[config.mk]
export PLATFORM = sky130hd
export DESIGN_NAME = load_and_angle_conditioner_core_flat
export DESIGN_NICKNAME = d
export VERILOG_FILES = /design/src/rtl/core/lac_pkg.sv /design/src/rtl/core/lac_in_if.sv /design/src/rtl/core/lac_out_if.sv /design/src/rtl/core/lac_cfg_if.sv /design/src/rtl/core/load_and_angle_conditioner_core.sv /design/src/rtl/core/lac_ctrl.sv /design/src/rtl/core/lac_dp.sv /design/src/flat_wrapper.sv
export SDC_FILE = /design/constraint.sdc
export NUM_CORES = 2
export LEC_CHECK = 0
export BUFFER_PORTS_ARGS = -buffer_cell sky130_fd_sc_hd__buf_2
export CAP_MARGIN = 10
export CORE_ASPECT_RATIO = 0.7
export CORE_UTILIZATION = 50
export CTS_CLUSTER_DIAMETER = 80
export DETAILED_ROUTE_END_ITERATION = 10
export GPL_TIMING_DRIVEN = 0
export MAX_ROUTING_LAYER = met4
export PLACE_DENSITY = 0.67
export SLEW_MARGIN = 20
export SYNTH_ARGS = -nofsm -noshare
export SYNTH_HDL_FRONTEND = slang
export SYNTH_SLANG_ARGS = --single-unit
[constraint.sdc]
create_clock -name clk -period 5.7 [get_ports clk]
set_input_delay 0.285 -clock clk [delete_from_list [all_inputs] [get_ports clk]]
set_output_delay 0.285 -clock clk [all_outputs]
set_load 0.02 [all_outputs]
[src/rtl/core/lac_pkg.sv]
// ----------------------------------------------------------------------------
// lac_pkg
// Shared widths, constants, codes and controller/datapath types for the
// load and angle conditioner.
// ----------------------------------------------------------------------------
package lac_pkg;

    // field widths
    localparam int SAMPLE_W     = 24;
    localparam int ANGLE_COUNTS = 4096;
    localparam int ANGLE_W      = $clog2(ANGLE_COUNTS);
    localparam int ANGLE_OUT_W  = ANGLE_W + 1;
    localparam int ANGLE_DIFF_W = ANGLE_W + 2;
    localparam int FRAC_W       = 16;
    localparam int SUM_W        = 32;
    // a tare shortened mid-tare can exceed the sample range
    localparam int TARE_W       = SUM_W;
    localparam int FILT_W       = TARE_W + FRAC_W;
    localparam int DIFF_W       = FILT_W + 1;
    localparam int FORCE_W      = 48;
    localparam int ALPHA_W      = 16;
    localparam int SCALE_W      = 32;
    localparam int TARE_N_W     = 8;
    localparam int PROD_W       = DIFF_W + SCALE_W;
    localparam int MAG_W        = PROD_W - FRAC_W;

    // configuration port
    localparam int CFG_IDX_W  = 8;
    localparam int CFG_DATA_W = 32;

    localparam logic [CFG_IDX_W-1:0] CFG_FILTER_ALPHA       = CFG_IDX_W'(0);
    localparam logic [CFG_IDX_W-1:0] CFG_FORCE_SCALE        = CFG_IDX_W'(1);
    localparam logic [CFG_IDX_W-1:0] CFG_TARE_SAMPLES       = CFG_IDX_W'(2);
    localparam logic [CFG_IDX_W-1:0] CFG_DIRECTION_NEGATIVE = CFG_IDX_W'(3);

    localparam logic [ALPHA_W-1:0]  ALPHA_RST  = ALPHA_W'(9830);
    localparam logic [SCALE_W-1:0]  SCALE_RST  = SCALE_W'(65536);
    localparam logic [TARE_N_W-1:0] TARE_N_RST = TARE_N_W'(20);

    // sequencer step counts
    localparam int DIV_STEPS   = SUM_W;
    localparam int FILT_STEPS  = ALPHA_W;
    localparam int FORCE_STEPS = SCALE_W;
    localparam int STEP_W      = $clog2(SUM_W);

    // saturation limits of the force result
    localparam logic [FORCE_W-1:0] FORCE_MAX = {1'b0, {(FORCE_W-1){1'b1}}};
    localparam logic [FORCE_W-1:0] FORCE_MIN = {1'b1, {(FORCE_W-1){1'b0}}};

    // controller states
    typedef enum logic [3:0] {
        ST_IDLE,
        ST_DIV_INIT,
        ST_DIV,
        ST_TARE_SET,
        ST_FILT_INIT,
        ST_FILT_MUL,
        ST_FILT_UPD,
        ST_FORCE_INIT,
        ST_FORCE_MUL,
        ST_DONE
    } state_t;

    // conditioning phase
    typedef enum logic [1:0] {
        PH_DISCARD,
        PH_TARE,
        PH_RUN
    } phase_t;

    // commands from controller to datapath
    typedef struct packed {
        logic capture;
        logic tare_acc;
        logic div_init;
        logic div_step;
        logic tare_set;
        logic filt_init;
        logic mul_step;
        logic filt_upd;
        logic force_init;
        logic out_load;
    } dp_cmd_t;

    // status from datapath to controller
    typedef struct packed {
        logic tare_last;
    } dp_status_t;

endpackage

[src/rtl/core/lac_in_if.sv]
// ----------------------------------------------------------------------------
// lac_in_if
// Sample request channel: one load sample and one angle reading.
// ----------------------------------------------------------------------------
interface lac_in_if;

    logic                               valid;
    logic                               ready;
    logic signed [lac_pkg::SAMPLE_W-1:0] load_raw;
    logic [lac_pkg::ANGLE_W-1:0]        angle_raw;
    logic                               angle_ok;

    modport source (output valid, output load_raw, output angle_raw, output angle_ok,
                    input ready);
    modport sink (input valid, input load_raw, input angle_raw, input angle_ok,
                  output ready);

endinterface

[src/rtl/core/lac_out_if.sv]
// ----------------------------------------------------------------------------
// lac_out_if
// Result request channel: scaled force and tared angle.
// ----------------------------------------------------------------------------
interface lac_out_if;

    logic                                   valid;
    logic                                   ready;
    logic signed [lac_pkg::FORCE_W-1:0]     force_value;
    logic signed [lac_pkg::ANGLE_OUT_W-1:0] angle_counts;
    logic                                   angle_valid;

    modport source (output valid, output force_value, output angle_counts,
                    output angle_valid, input ready);
    modport sink (input valid, input force_value, input angle_counts,
                  input angle_valid, output ready);

endinterface

[src/rtl/core/lac_cfg_if.sv]
// ----------------------------------------------------------------------------
// lac_cfg_if
// Configuration write channel: register index and write data.
// ----------------------------------------------------------------------------
interface lac_cfg_if;

    logic                             valid;
    logic                             ready;
    logic [lac_pkg::CFG_IDX_W-1:0]    index;
    logic [lac_pkg::CFG_DATA_W-1:0]   data;

    modport source (output valid, output index, output data, input ready);
    modport sink (input valid, input index, input data, output ready);

endinterface

[src/rtl/core/load_and_angle_conditioner_core.sv]
// ----------------------------------------------------------------------------
// load_and_angle_conditioner_core
// Tares a load cell stream, low-pass filters it, scales it to force, and
// reports the tared, wrapped angle alongside each filtered sample.
//
//   channel  | dir | handshake         | payload
//   ---------+-----+-------------------+-----------------------------------
//   sample   | in  | valid / ready     | load_raw, angle_raw, angle_ok
//   result   | out | valid / ready     | force_value, angle_counts,
//            |     |                   | angle_valid
//   cfg      | in  | valid / ready = 1 | index, data
//
// The first request after reset is dropped; tare requests are only summed,
// and the last tare request also runs the 32-step serial divider.
// Run requests take 16 shift-add steps for the filter and 32 for the
// force product on one shared multiplier.
// A finished result waits in the output register; the next sample is taken
// meanwhile and stalls only at its own result load.
// Reset clears sequencer, tare and filter state; restores configuration defaults.
// ----------------------------------------------------------------------------
module load_and_angle_conditioner_core (
    input logic   clk,
    input logic   rst_n,
    lac_in_if.sink    sample,
    lac_out_if.source result,
    lac_cfg_if.sink   cfg
);

    lac_pkg::dp_cmd_t    cmd;
    lac_pkg::dp_status_t status;
    logic                cfg_we;

    // configuration writes are always taken
    assign cfg.ready = 1'b1;
    assign cfg_we    = cfg.valid && cfg.ready;

    // sequencer
    lac_ctrl u_ctrl (
        .clk       (clk),
        .rst_n     (rst_n),
        .in_valid  (sample.valid),
        .in_ready  (sample.ready),
        .out_ready (result.ready),
        .out_valid (result.valid),
        .status    (status),
        .cmd       (cmd)
    );

    // arithmetic and state
    lac_dp u_dp (
        .clk          (clk),
        .rst_n        (rst_n),
        .cmd          (cmd),
        .status       (status),
        .cfg_we       (cfg_we),
        .cfg_index    (cfg.index),
        .cfg_data     (cfg.data),
        .load_raw     (sample.load_raw),
        .angle_raw    (sample.angle_raw),
        .angle_ok     (sample.angle_ok),
        .force_value  (result.force_value),
        .angle_counts (result.angle_counts),
        .angle_valid  (result.angle_valid)
    );

endmodule

[src/rtl/core/lac_ctrl.sv]
// ----------------------------------------------------------------------------
// lac_ctrl
// Sequencer for the conditioner: tracks the discard/tare/run phase and steps
// the datapath through division, filter multiply and force multiply.
// ----------------------------------------------------------------------------
module lac_ctrl (
    input  logic                clk,
    input  logic                rst_n,
    input  logic                in_valid,
    output logic                in_ready,
    input  logic                out_ready,
    output logic                out_valid,
    input  lac_pkg::dp_status_t status,
    output lac_pkg::dp_cmd_t    cmd
);

    lac_pkg::state_t              state_reg;
    lac_pkg::state_t              state_next;
    lac_pkg::phase_t              phase_reg;
    lac_pkg::phase_t              phase_next;
    logic [lac_pkg::STEP_W-1:0]   step_reg;
    logic [lac_pkg::STEP_W-1:0]   step_next;
    logic                         out_valid_reg;
    logic                         out_valid_next;
    logic                         accept;
    logic                         out_free;

    assign accept   = in_valid && in_ready;
    assign out_free = !out_valid_reg || out_ready;

    // state, phase and step registers
    always_ff @(posedge clk or negedge rst_n)
    begin
        if (!rst_n)
        begin
            state_reg     <= lac_pkg::ST_IDLE;
            phase_reg     <= lac_pkg::PH_DISCARD;
            step_reg      <= '0;
            out_valid_reg <= 1'b0;
        end
        else
        begin
            state_reg     <= state_next;
            phase_reg     <= phase_next;
            step_reg      <= step_next;
            out_valid_reg <= out_valid_next;
        end
    end

    // next state and phase
    always_comb
    begin
        state_next = state_reg;
        phase_next = phase_reg;
        case (state_reg)
            lac_pkg::ST_IDLE:
            begin
                if (accept)
                begin
                    case (phase_reg)
                        lac_pkg::PH_DISCARD:
                        begin
                            phase_next = lac_pkg::PH_TARE;
                        end
                        lac_pkg::PH_TARE:
                        begin
                            if (status.tare_last)
                            begin
                                state_next = lac_pkg::ST_DIV_INIT;
                            end
                        end
                        default:
                        begin
                            state_next = lac_pkg::ST_FILT_INIT;
                        end
                    endcase
                end
            end
            lac_pkg::ST_DIV_INIT:
            begin
                state_next = lac_pkg::ST_DIV;
            end
            lac_pkg::ST_DIV:
            begin
                if (step_reg == '0)
                begin
                    state_next = lac_pkg::ST_TARE_SET;
                end
            end
            lac_pkg::ST_TARE_SET:
            begin
                state_next = lac_pkg::ST_IDLE;
                phase_next = lac_pkg::PH_RUN;
            end
            lac_pkg::ST_FILT_INIT:
            begin
                state_next = lac_pkg::ST_FILT_MUL;
            end
            lac_pkg::ST_FILT_MUL:
            begin
                if (step_reg == '0)
                begin
                    state_next = lac_pkg::ST_FILT_UPD;
                end
            end
            lac_pkg::ST_FILT_UPD:
            begin
                state_next = lac_pkg::ST_FORCE_INIT;
            end
            lac_pkg::ST_FORCE_INIT:
            begin
                state_next = lac_pkg::ST_FORCE_MUL;
            end
            lac_pkg::ST_FORCE_MUL:
            begin
                if (step_reg == '0)
                begin
                    state_next = lac_pkg::ST_DONE;
                end
            end
            lac_pkg::ST_DONE:
            begin
                if (out_free)
                begin
                    state_next = lac_pkg::ST_IDLE;
                end
            end
            default:
            begin
                state_next = lac_pkg::ST_IDLE;
            end
        endcase
    end

    // step counter for the iterative units
    always_comb
    begin
        step_next = step_reg;
        case (state_reg)
            lac_pkg::ST_DIV_INIT:
            begin
                step_next = lac_pkg::STEP_W'(lac_pkg::DIV_STEPS - 1);
            end
            lac_pkg::ST_FILT_INIT:
            begin
                step_next = lac_pkg::STEP_W'(lac_pkg::FILT_STEPS - 1);
            end
            lac_pkg::ST_FORCE_INIT:
            begin
                step_next = lac_pkg::STEP_W'(lac_pkg::FORCE_STEPS - 1);
            end
            lac_pkg::ST_DIV, lac_pkg::ST_FILT_MUL, lac_pkg::ST_FORCE_MUL:
            begin
                step_next = step_reg - 1'b1;
            end
            default:
            begin
                step_next = step_reg;
            end
        endcase
    end

    // datapath commands and handshake outputs
    always_comb
    begin
        cmd            = '0;
        in_ready       = (state_reg == lac_pkg::ST_IDLE);
        cmd.capture    = accept;
        cmd.tare_acc   = accept && (phase_reg == lac_pkg::PH_TARE);
        cmd.div_init   = (state_reg == lac_pkg::ST_DIV_INIT);
        cmd.div_step   = (state_reg == lac_pkg::ST_DIV);
        cmd.tare_set   = (state_reg == lac_pkg::ST_TARE_SET);
        cmd.filt_init  = (state_reg == lac_pkg::ST_FILT_INIT);
        cmd.mul_step   = (state_reg == lac_pkg::ST_FILT_MUL) ||
                         (state_reg == lac_pkg::ST_FORCE_MUL);
        cmd.filt_upd   = (state_reg == lac_pkg::ST_FILT_UPD);
        cmd.force_init = (state_reg == lac_pkg::ST_FORCE_INIT);
        cmd.out_load   = (state_reg == lac_pkg::ST_DONE) && out_free;
    end

    // result valid flag
    always_comb
    begin
        if (cmd.out_load)
        begin
            out_valid_next = 1'b1;
        end
        else if (out_ready)
        begin
            out_valid_next = 1'b0;
        end
        else
        begin
            out_valid_next = out_valid_reg;
        end
    end

    assign out_valid = out_valid_reg;

endmodule

[src/rtl/core/lac_dp.sv]
// ----------------------------------------------------------------------------
// lac_dp
// Datapath: configuration registers, tare accumulator with serial divider,
// shared shift-add multiplier for filter and force, angle wrap, result regs.
// ----------------------------------------------------------------------------
module lac_dp (
    input  logic                                    clk,
    input  logic                                    rst_n,
    input  lac_pkg::dp_cmd_t                        cmd,
    output lac_pkg::dp_status_t                     status,
    input  logic                                    cfg_we,
    input  logic [lac_pkg::CFG_IDX_W-1:0]           cfg_index,
    input  logic [lac_pkg::CFG_DATA_W-1:0]          cfg_data,
    input  logic signed [lac_pkg::SAMPLE_W-1:0]     load_raw,
    input  logic [lac_pkg::ANGLE_W-1:0]             angle_raw,
    input  logic                                    angle_ok,
    output logic signed [lac_pkg::FORCE_W-1:0]      force_value,
    output logic signed [lac_pkg::ANGLE_OUT_W-1:0]  angle_counts,
    output logic                                    angle_valid
);

    // configuration
    logic [lac_pkg::ALPHA_W-1:0]        alpha_reg;
    logic [lac_pkg::SCALE_W-1:0]        scale_reg;
    logic [lac_pkg::TARE_N_W-1:0]       tare_n_reg;
    logic                               dir_neg_reg;

    // conditioner state
    logic [lac_pkg::TARE_N_W-1:0]       count_reg;
    logic [lac_pkg::SUM_W-1:0]          sum_reg;
    logic [lac_pkg::TARE_W-1:0]         tare_reg;
    logic [lac_pkg::FILT_W-1:0]         filt_reg;
    logic [lac_pkg::ANGLE_W-1:0]        zero_reg;

    // captured item
    logic [lac_pkg::SAMPLE_W-1:0]       x_reg;
    logic [lac_pkg::ANGLE_W-1:0]        raw_reg;
    logic                               ok_reg;

    // divider and multiplier working registers
    logic [lac_pkg::SUM_W-1:0]          dvd_reg;
    logic [lac_pkg::TARE_N_W-1:0]       rem_reg;
    logic                               sum_neg_reg;
    logic [lac_pkg::PROD_W-1:0]         mcand_reg;
    logic [lac_pkg::SCALE_W-1:0]        mplier_reg;
    logic [lac_pkg::PROD_W-1:0]         acc_reg;
    logic                               neg_reg;

    // result registers
    logic [lac_pkg::FORCE_W-1:0]        force_reg;
    logic [lac_pkg::ANGLE_OUT_W-1:0]    angle_reg;
    logic                               angle_valid_reg;

    logic [lac_pkg::TARE_N_W-1:0]       n_eff;
    logic [lac_pkg::TARE_N_W-1:0]       count_next;
    logic [lac_pkg::SUM_W-1:0]          sum_next;
    logic [lac_pkg::TARE_N_W:0]         rem_shift;
    logic                               q_bit;
    logic [lac_pkg::TARE_N_W-1:0]       rem_next;
    logic [lac_pkg::SUM_W-1:0]          quot_signed;
    logic [lac_pkg::TARE_W-1:0]         tare_next;
    logic [lac_pkg::DIFF_W-1:0]         x_q;
    logic [lac_pkg::DIFF_W-1:0]         filt_ext;
    logic [lac_pkg::DIFF_W-1:0]         tare_q;
    logic [lac_pkg::DIFF_W-1:0]         filt_diff;
    logic [lac_pkg::DIFF_W-1:0]         force_diff;
    logic [lac_pkg::DIFF_W-1:0]         force_mag;
    logic [lac_pkg::SCALE_W-1:0]        scale_mag;
    logic [lac_pkg::FILT_W-1:0]         filt_next;
    logic [lac_pkg::PROD_W-1:0]         acc_next;
    logic [lac_pkg::MAG_W-1:0]          prod_mag;
    logic                               force_sat;
    logic [lac_pkg::FORCE_W-1:0]        force_next;
    logic signed [lac_pkg::ANGLE_DIFF_W-1:0] angle_diff;
    logic signed [lac_pkg::ANGLE_DIFF_W-1:0] angle_wrap;
    logic signed [lac_pkg::ANGLE_DIFF_W-1:0] angle_dir;
    logic [lac_pkg::ANGLE_OUT_W-1:0]    angle_next;

    localparam logic signed [lac_pkg::ANGLE_DIFF_W-1:0] ANGLE_HALF =
        lac_pkg::ANGLE_DIFF_W'(lac_pkg::ANGLE_COUNTS / 2);
    localparam logic signed [lac_pkg::ANGLE_DIFF_W-1:0] ANGLE_FULL =
        lac_pkg::ANGLE_DIFF_W'(lac_pkg::ANGLE_COUNTS);

    // tare count of zero acts as one
    assign n_eff = (tare_n_reg == '0) ? lac_pkg::TARE_N_W'(1) : tare_n_reg;

    // tare accumulation
    assign count_next       = count_reg + 1'b1;
    assign status.tare_last = (count_next >= n_eff);
    assign sum_next         = sum_reg
                            + {{(lac_pkg::SUM_W-lac_pkg::SAMPLE_W){load_raw[lac_pkg::SAMPLE_W-1]}},
                               load_raw};

    // restoring divider step, one quotient bit a cycle
    assign rem_shift = {rem_reg, dvd_reg[lac_pkg::SUM_W-1]};
    assign q_bit     = (rem_shift >= {1'b0, n_eff});
    assign rem_next  = q_bit ? lac_pkg::TARE_N_W'(rem_shift - {1'b0, n_eff})
                             : rem_shift[lac_pkg::TARE_N_W-1:0];

    // quotient back to signed, truncated toward zero
    assign quot_signed = sum_neg_reg ? (~dvd_reg + 1'b1) : dvd_reg;
    assign tare_next   = quot_signed;

    // filter and force differences in Q.16
    assign x_q        = {{(lac_pkg::DIFF_W-lac_pkg::SAMPLE_W-lac_pkg::FRAC_W)
                           {x_reg[lac_pkg::SAMPLE_W-1]}},
                         x_reg, {lac_pkg::FRAC_W{1'b0}}};
    assign filt_ext   = {filt_reg[lac_pkg::FILT_W-1], filt_reg};
    assign tare_q     = {tare_reg[lac_pkg::TARE_W-1], tare_reg, {lac_pkg::FRAC_W{1'b0}}};
    assign filt_diff  = x_q - filt_ext;
    assign force_diff = filt_ext - tare_q;
    assign force_mag  = force_diff[lac_pkg::DIFF_W-1] ? (~force_diff + 1'b1) : force_diff;
    assign scale_mag  = scale_reg[lac_pkg::SCALE_W-1] ? (~scale_reg + 1'b1) : scale_reg;

    // shift-add multiplier step
    assign acc_next = mplier_reg[0] ? (acc_reg + mcand_reg) : acc_reg;

    // filter update: floor of the product by 2^16
    assign filt_next = filt_reg + acc_reg[lac_pkg::FRAC_W +: lac_pkg::FILT_W];

    // force: magnitude shifted down, then signed and saturated
    assign prod_mag   = acc_reg[lac_pkg::PROD_W-1:lac_pkg::FRAC_W];
    assign force_sat  = |prod_mag[lac_pkg::MAG_W-1:lac_pkg::FORCE_W-1];
    always_comb
    begin
        if (force_sat)
        begin
            force_next = neg_reg ? lac_pkg::FORCE_MIN : lac_pkg::FORCE_MAX;
        end
        else if (neg_reg)
        begin
            force_next = ~prod_mag[lac_pkg::FORCE_W-1:0] + 1'b1;
        end
        else
        begin
            force_next = prod_mag[lac_pkg::FORCE_W-1:0];
        end
    end

    // angle tare, wrap to one half turn each side, direction
    assign angle_diff = $signed({2'b00, raw_reg}) - $signed({2'b00, zero_reg});
    always_comb
    begin
        if (angle_diff > ANGLE_HALF)
        begin
            angle_wrap = angle_diff - ANGLE_FULL;
        end
        else if (angle_diff <= -ANGLE_HALF)
        begin
            angle_wrap = angle_diff + ANGLE_FULL;
        end
        else
        begin
            angle_wrap = angle_diff;
        end
    end
    assign angle_dir  = dir_neg_reg ? -angle_wrap : angle_wrap;
    assign angle_next = ok_reg ? angle_dir[lac_pkg::ANGLE_OUT_W-1:0] : '0;

    // configuration registers
    always_ff @(posedge clk or negedge rst_n)
    begin
        if (!rst_n)
        begin
            alpha_reg   <= lac_pkg::ALPHA_RST;
            scale_reg   <= lac_pkg::SCALE_RST;
            tare_n_reg  <= lac_pkg::TARE_N_RST;
            dir_neg_reg <= 1'b0;
        end
        else if (cfg_we)
        begin
            case (cfg_index)
                lac_pkg::CFG_FILTER_ALPHA:
                begin
                    alpha_reg <= cfg_data[lac_pkg::ALPHA_W-1:0];
                end
                lac_pkg::CFG_FORCE_SCALE:
                begin
                    scale_reg <= cfg_data[lac_pkg::SCALE_W-1:0];
                end
                lac_pkg::CFG_TARE_SAMPLES:
                begin
                    tare_n_reg <= cfg_data[lac_pkg::TARE_N_W-1:0];
                end
                lac_pkg::CFG_DIRECTION_NEGATIVE:
                begin
                    dir_neg_reg <= cfg_data[0];
                end
                default:
                begin
                    dir_neg_reg <= dir_neg_reg;
                end
            endcase
        end
    end

    // conditioner state
    always_ff @(posedge clk or negedge rst_n)
    begin
        if (!rst_n)
        begin
            count_reg <= '0;
            sum_reg   <= '0;
            tare_reg  <= '0;
            filt_reg  <= '0;
            zero_reg  <= '0;
        end
        else
        begin
            if (cmd.tare_acc)
            begin
                count_reg <= count_next;
                sum_reg   <= sum_next;
            end
            if (cmd.tare_set)
            begin
                tare_reg <= tare_next;
                filt_reg <= {tare_next, {lac_pkg::FRAC_W{1'b0}}};
                if (ok_reg)
                begin
                    zero_reg <= raw_reg;
                end
            end
            else if (cmd.filt_upd)
            begin
                filt_reg <= filt_next;
            end
        end
    end

    // item capture and iterative units
    always_ff @(posedge clk)
    begin
        if (cmd.capture)
        begin
            x_reg   <= load_raw;
            raw_reg <= angle_raw;
            ok_reg  <= angle_ok;
        end
        if (cmd.div_init)
        begin
            dvd_reg     <= sum_reg[lac_pkg::SUM_W-1] ? (~sum_reg + 1'b1) : sum_reg;
            rem_reg     <= '0;
            sum_neg_reg <= sum_reg[lac_pkg::SUM_W-1];
        end
        else if (cmd.div_step)
        begin
            dvd_reg <= {dvd_reg[lac_pkg::SUM_W-2:0], q_bit};
            rem_reg <= rem_next;
        end
        if (cmd.filt_init)
        begin
            mcand_reg  <= {{(lac_pkg::PROD_W-lac_pkg::DIFF_W){filt_diff[lac_pkg::DIFF_W-1]}},
                           filt_diff};
            mplier_reg <= {{(lac_pkg::SCALE_W-lac_pkg::ALPHA_W){1'b0}}, alpha_reg};
            acc_reg    <= '0;
        end
        else if (cmd.force_init)
        begin
            mcand_reg  <= {{(lac_pkg::PROD_W-lac_pkg::DIFF_W){1'b0}}, force_mag};
            mplier_reg <= scale_mag;
            acc_reg    <= '0;
            neg_reg    <= force_diff[lac_pkg::DIFF_W-1] ^ scale_reg[lac_pkg::SCALE_W-1];
        end
        else if (cmd.mul_step)
        begin
            mcand_reg  <= {mcand_reg[lac_pkg::PROD_W-2:0], 1'b0};
            mplier_reg <= {1'b0, mplier_reg[lac_pkg::SCALE_W-1:1]};
            acc_reg    <= acc_next;
        end
        if (cmd.out_load)
        begin
            force_reg       <= force_next;
            angle_reg       <= angle_next;
            angle_valid_reg <= ok_reg;
        end
    end

    assign force_value  = force_reg;
    assign angle_counts = angle_reg;
    assign angle_valid  = angle_valid_reg;

endmodule

[src/flat_wrapper.sv]
// flat-port wrapper written by rule: the top's interface ports become plain ports
module load_and_angle_conditioner_core_flat 
  (clk, rst_n, sample_valid, sample_load_raw, sample_angle_raw, sample_angle_ok, sample_ready, result_valid, result_force_value, result_angle_counts, result_angle_valid, result_ready, cfg_valid, cfg_index, cfg_data, cfg_ready);
  lac_in_if sample_i ();
  lac_out_if result_i ();
  lac_cfg_if cfg_i ();
  input logic clk;
  input logic rst_n;
  input wire logic [$bits(sample_i.valid)-1:0] sample_valid;
  input wire logic [$bits(sample_i.load_raw)-1:0] sample_load_raw;
  input wire logic [$bits(sample_i.angle_raw)-1:0] sample_angle_raw;
  input wire logic [$bits(sample_i.angle_ok)-1:0] sample_angle_ok;
  output wire logic [$bits(sample_i.ready)-1:0] sample_ready;
  output wire logic [$bits(result_i.valid)-1:0] result_valid;
  output wire logic [$bits(result_i.force_value)-1:0] result_force_value;
  output wire logic [$bits(result_i.angle_counts)-1:0] result_angle_counts;
  output wire logic [$bits(result_i.angle_valid)-1:0] result_angle_valid;
  input wire logic [$bits(result_i.ready)-1:0] result_ready;
  input wire logic [$bits(cfg_i.valid)-1:0] cfg_valid;
  input wire logic [$bits(cfg_i.index)-1:0] cfg_index;
  input wire logic [$bits(cfg_i.data)-1:0] cfg_data;
  output wire logic [$bits(cfg_i.ready)-1:0] cfg_ready;
  assign sample_i.valid = sample_valid;
  assign sample_i.load_raw = sample_load_raw;
  assign sample_i.angle_raw = sample_angle_raw;
  assign sample_i.angle_ok = sample_angle_ok;
  assign sample_ready = sample_i.ready;
  assign result_valid = result_i.valid;
  assign result_force_value = result_i.force_value;
  assign result_angle_counts = result_i.angle_counts;
  assign result_angle_valid = result_i.angle_valid;
  assign result_i.ready = result_ready;
  assign cfg_i.valid = cfg_valid;
  assign cfg_i.index = cfg_index;
  assign cfg_i.data = cfg_data;
  assign cfg_ready = cfg_i.ready;
  load_and_angle_conditioner_core u_core (.clk(clk), .rst_n(rst_n), .sample(sample_i), .result(result_i), .cfg(cfg_i));
endmodule
==> flow_summary_export.csv <==
group,metric,value,unit
run_status,status,"finished, final reports clean",
critical_path,worstSetupEndpointType,"flop",
critical_path,critPathLaunchType,"flop",
placed_design,place.gp.congestion,1.01,
route,drt-initial-drc-count,3372,
floorplan,initial_core_util,0.508,
floorplan,die-area,76000,µm²
critical_path,crit_path_top_delay_cell,"a21oi_1",
synthesis,yosys_register_bits,536,
synthesis,synth_cell_type_count,92,
route,drcViolationCount,0,
timing,fin_hold_ws,39.8,ps
power,clockPowerShare,0.126,
route,wl_per_cell,20.9,µm
global_routing,grt_overflow,0,
synthesis,avgSynthCellArea,8.89,µm²
critical_path,slowest_delay,1030,ps
power,combPwrFrac,0.615,
power,peakVddDrop,0.402,mV
critical_path,critical_path.max_fanout,10,
cells_and_area,fin_util,0.572,
cells_and_area,syn_to_final_growth,12.6,%
critical_path,crit_required,6100,ps
floorplan,rows,83,
global_routing,antenna_found_initial,2,
critical_path,cp_cell_sequence,"inv_1, ha_1, fa_1, nand2b_1, a2111oi_0, nor3_1, o22a_1, a41o_1, nand2b_1, a21oi_1, o2bb2ai_1, a21oi_1, clkbuf_1, nor3_1, a221o_1",
power,p_leak,18.3,nW
clock_network,clk_pin_slew,60,ps
placed_design,io_buffers,145,
timing,slew-limit-headroom,0.146,
synthesis,syn_inst,4212,
cells_and_area,final_nets,4839,
critical_path,arrival,5870,ps
clock_network,cts_root_buf,"clkbuf_16",
timing,rsz0062_at_grt,"false",
critical_path,critPathKind,"reg -> reg",
placed_design,place_area,39600,µm²
synthesis,seq_area_frac_synth,0.375,
cells_and_area,stdcell_area,42100,µm²
timing,max_freq,0.183,GHz
timing,finalHoldViolations,0,
timing,finalClockSkew,21.9,ps
power,power_density,709,nW/µm²
worst_hold_path,hold_path_class,"in -> reg",
clock_network,clkLatencyLatePin,650,ps
global_routing,grt_pass1_vias,30716,
synthesis,ys.flop_type,"edfxtp_1",
global_routing,grt_max_degree,91,
power,switchingPower,14.7,mW
cells_and_area,final_cell_mix,"nand2_1, a21oi_1, o21ai_0, nor2_1, ha_1",
clock_network,cts_hold_buf,69,
synthesis,synth_nets,4559,
synthesis,synth_edf_count,230,
timing,worst_pin_slew,1280,ps
clock_network,clk_path_buf_depth,3,
floorplan,io_pins,147,
route,via_count,33488,
timing,finalSetupViolCount,0,
global_routing,grt_first_pass_wirelength,179000,µm
synthesis,synth_warnings,0,
synthesis,synthArstFlopShare,0.375,
power,seqPwrFrac,0.258,
cells_and_area,mostFrequentLayoutCell,"nand2_1",
floorplan,core_area,73700,µm²
route,drt_wl_total,115000,µm
flow_run,max-cap-violations,0,
placed_design,dp_hpwl,89200,µm
clock_network,cts_tree,"yes",
route,drtPass1Iterations,6,
route,via_per_inst,6.07,
clock_network,ctsResizeCount,0,
cells_and_area,drive_above_1_share,0.0831,
floorplan,die_h,231,µm
clock_network,htree_levels,2,
power,sw_frac_of_total,0.493,
synthesis,netlist_area,37400,µm²
timing,slew_viol_final,0,
power,internal-power,15.1,mW
timing,period_needed,5470,ps
clock_network,cts_sinks,536,
cells_and_area,nFillCells,6659,
clock_network,postCtsSetupBuffers,0,
floorplan,die_w,329,µm
clock_network,numCtsBuffers,56,
global_routing,track_usage,0.309,
route,antenna_left,0,
timing,fin_crit_sh,0.960,
[path summary, 6_finish.rpt]
check / from / to / slack [ps] / cells past startpoint
max reg2reg: u_core.u_dp.filt_reg[16] / u_core.u_dp.mcand_reg[12] / 230 / 15
max: u_core.u_dp.filt_reg[16] / u_core.u_dp.mcand_reg[12] / 230 / 15
max in group asynchronous: rst_n / u_core.u_dp.tare_reg[0] / 4350 / 4
min in group asynchronous: rst_n / u_core.u_dp.scale_reg[25] / 80 / 2
min: sample_load_raw[23] / u_core.u_dp.x_reg[23] / 40 / 1
min reg2reg: u_core.u_dp.acc_reg[6] / u_core.u_dp.acc_reg[6] / 460 / 2
[routing by layer]
metal	wire length, µm	GRT usage
met1	55200	0.455
met2	47600	0.436
met3	10000	0.0580
met4	2270	0.0650
met5	0	-
[logic make-up after synthesis]
family / Yosys count / synth area share
XOR/XNOR: 371 / 0.0868
AND/OR/NAND/NOR: 1261 / 0.160
flip-flops: 536 / 0.375
adder cells (fa/ha/maj): 265 / 0.0898
AO/OA/AOI/OAI: 1320 / 0.223
buffers and inverters: 357 / 0.0363
multiplexers: 101 / 0.0294
other: 1 / 0.000100
[power groups by stage]
stage / Combinational (mW) / Sequential, mW / Clock, mW
2_1_floorplan: 13.6 / 7.02 / 0
3_3_place_gp: 17.5 / 7.75 / 0
3_5_place_dp: 17.9 / 7.72 / 0
4_1_cts: 18.0 / 7.67 / 3.82
5_1_grt: 20.3 / 7.84 / 3.98
6_report: 18.4 / 7.71 / 3.78
[critical path: cells and delay by family, from the launching register on]
| kind | cells | cell delay, ps |
|---|---|---|
| flip-flops | 1 | 440 |
| AND/OR/NAND/NOR | 4 | 760 |
| AO/OA/AOI/OAI | 7 | 2860 |
| adder cells (fa/ha/maj) | 2 | 610 |
| buffers and inverters | 2 | 550 |
[through the flow]
stage / total power [mW] / setup TNS (ps) / setup slack [ps] / std cells
after detailed placement: 25.6 / 0 / 552 / 5342
after global routing: 32.1 / 0 / 179 / 5516
after global placement: 25.3 / -141600 / -1440 / 5334
after floorplan: 20.7 / 0 / 1450 / 4212
after CTS: 29.5 / 0 / 550 / 5516
final: 29.9 / 0 / 229 / 5518
[cell usage after synthesis (46+ instances only)]
master,n,share of area
a211oi_1,51,0.010
a21o_1,186,0.037
a21oi_1,382,0.051
clkbuf_1,163,0.016
dfrtp_1,191,0.13
dfxtp_1,105,0.056
edfxtp_1,230,0.18
ha_1,259,0.087
inv_1,174,0.017
mux2_2,71,0.021
nand2_1,449,0.045
nand2b_1,46,0.0077
nand3_1,70,0.0094
nor2_1,311,0.031
nor3_1,77,0.010
o21ai_0,325,0.043
o31ai_1,54,0.011
or3_1,47,0.0079
xnor2_1,179,0.042
xor2_1,192,0.045
[cell type report]
class / count / area (µm²) / share of cell area
antenna: 2 / 5.00 / 0.000119
clock inverter: 24 / 254 / 0.00603
sequential: 536 / 14100 / 0.333
inverter: 175 / 657 / 0.0156
buffer: 182 / 701 / 0.0166
multi-input combinational: 3319 / 22100 / 0.524
tap: 977 / 1220 / 0.0290
timing repair buffer: 222 / 1590 / 0.0378
clock buffer: 81 / 1590 / 0.0377
Power figures use the tool's default switching activity.
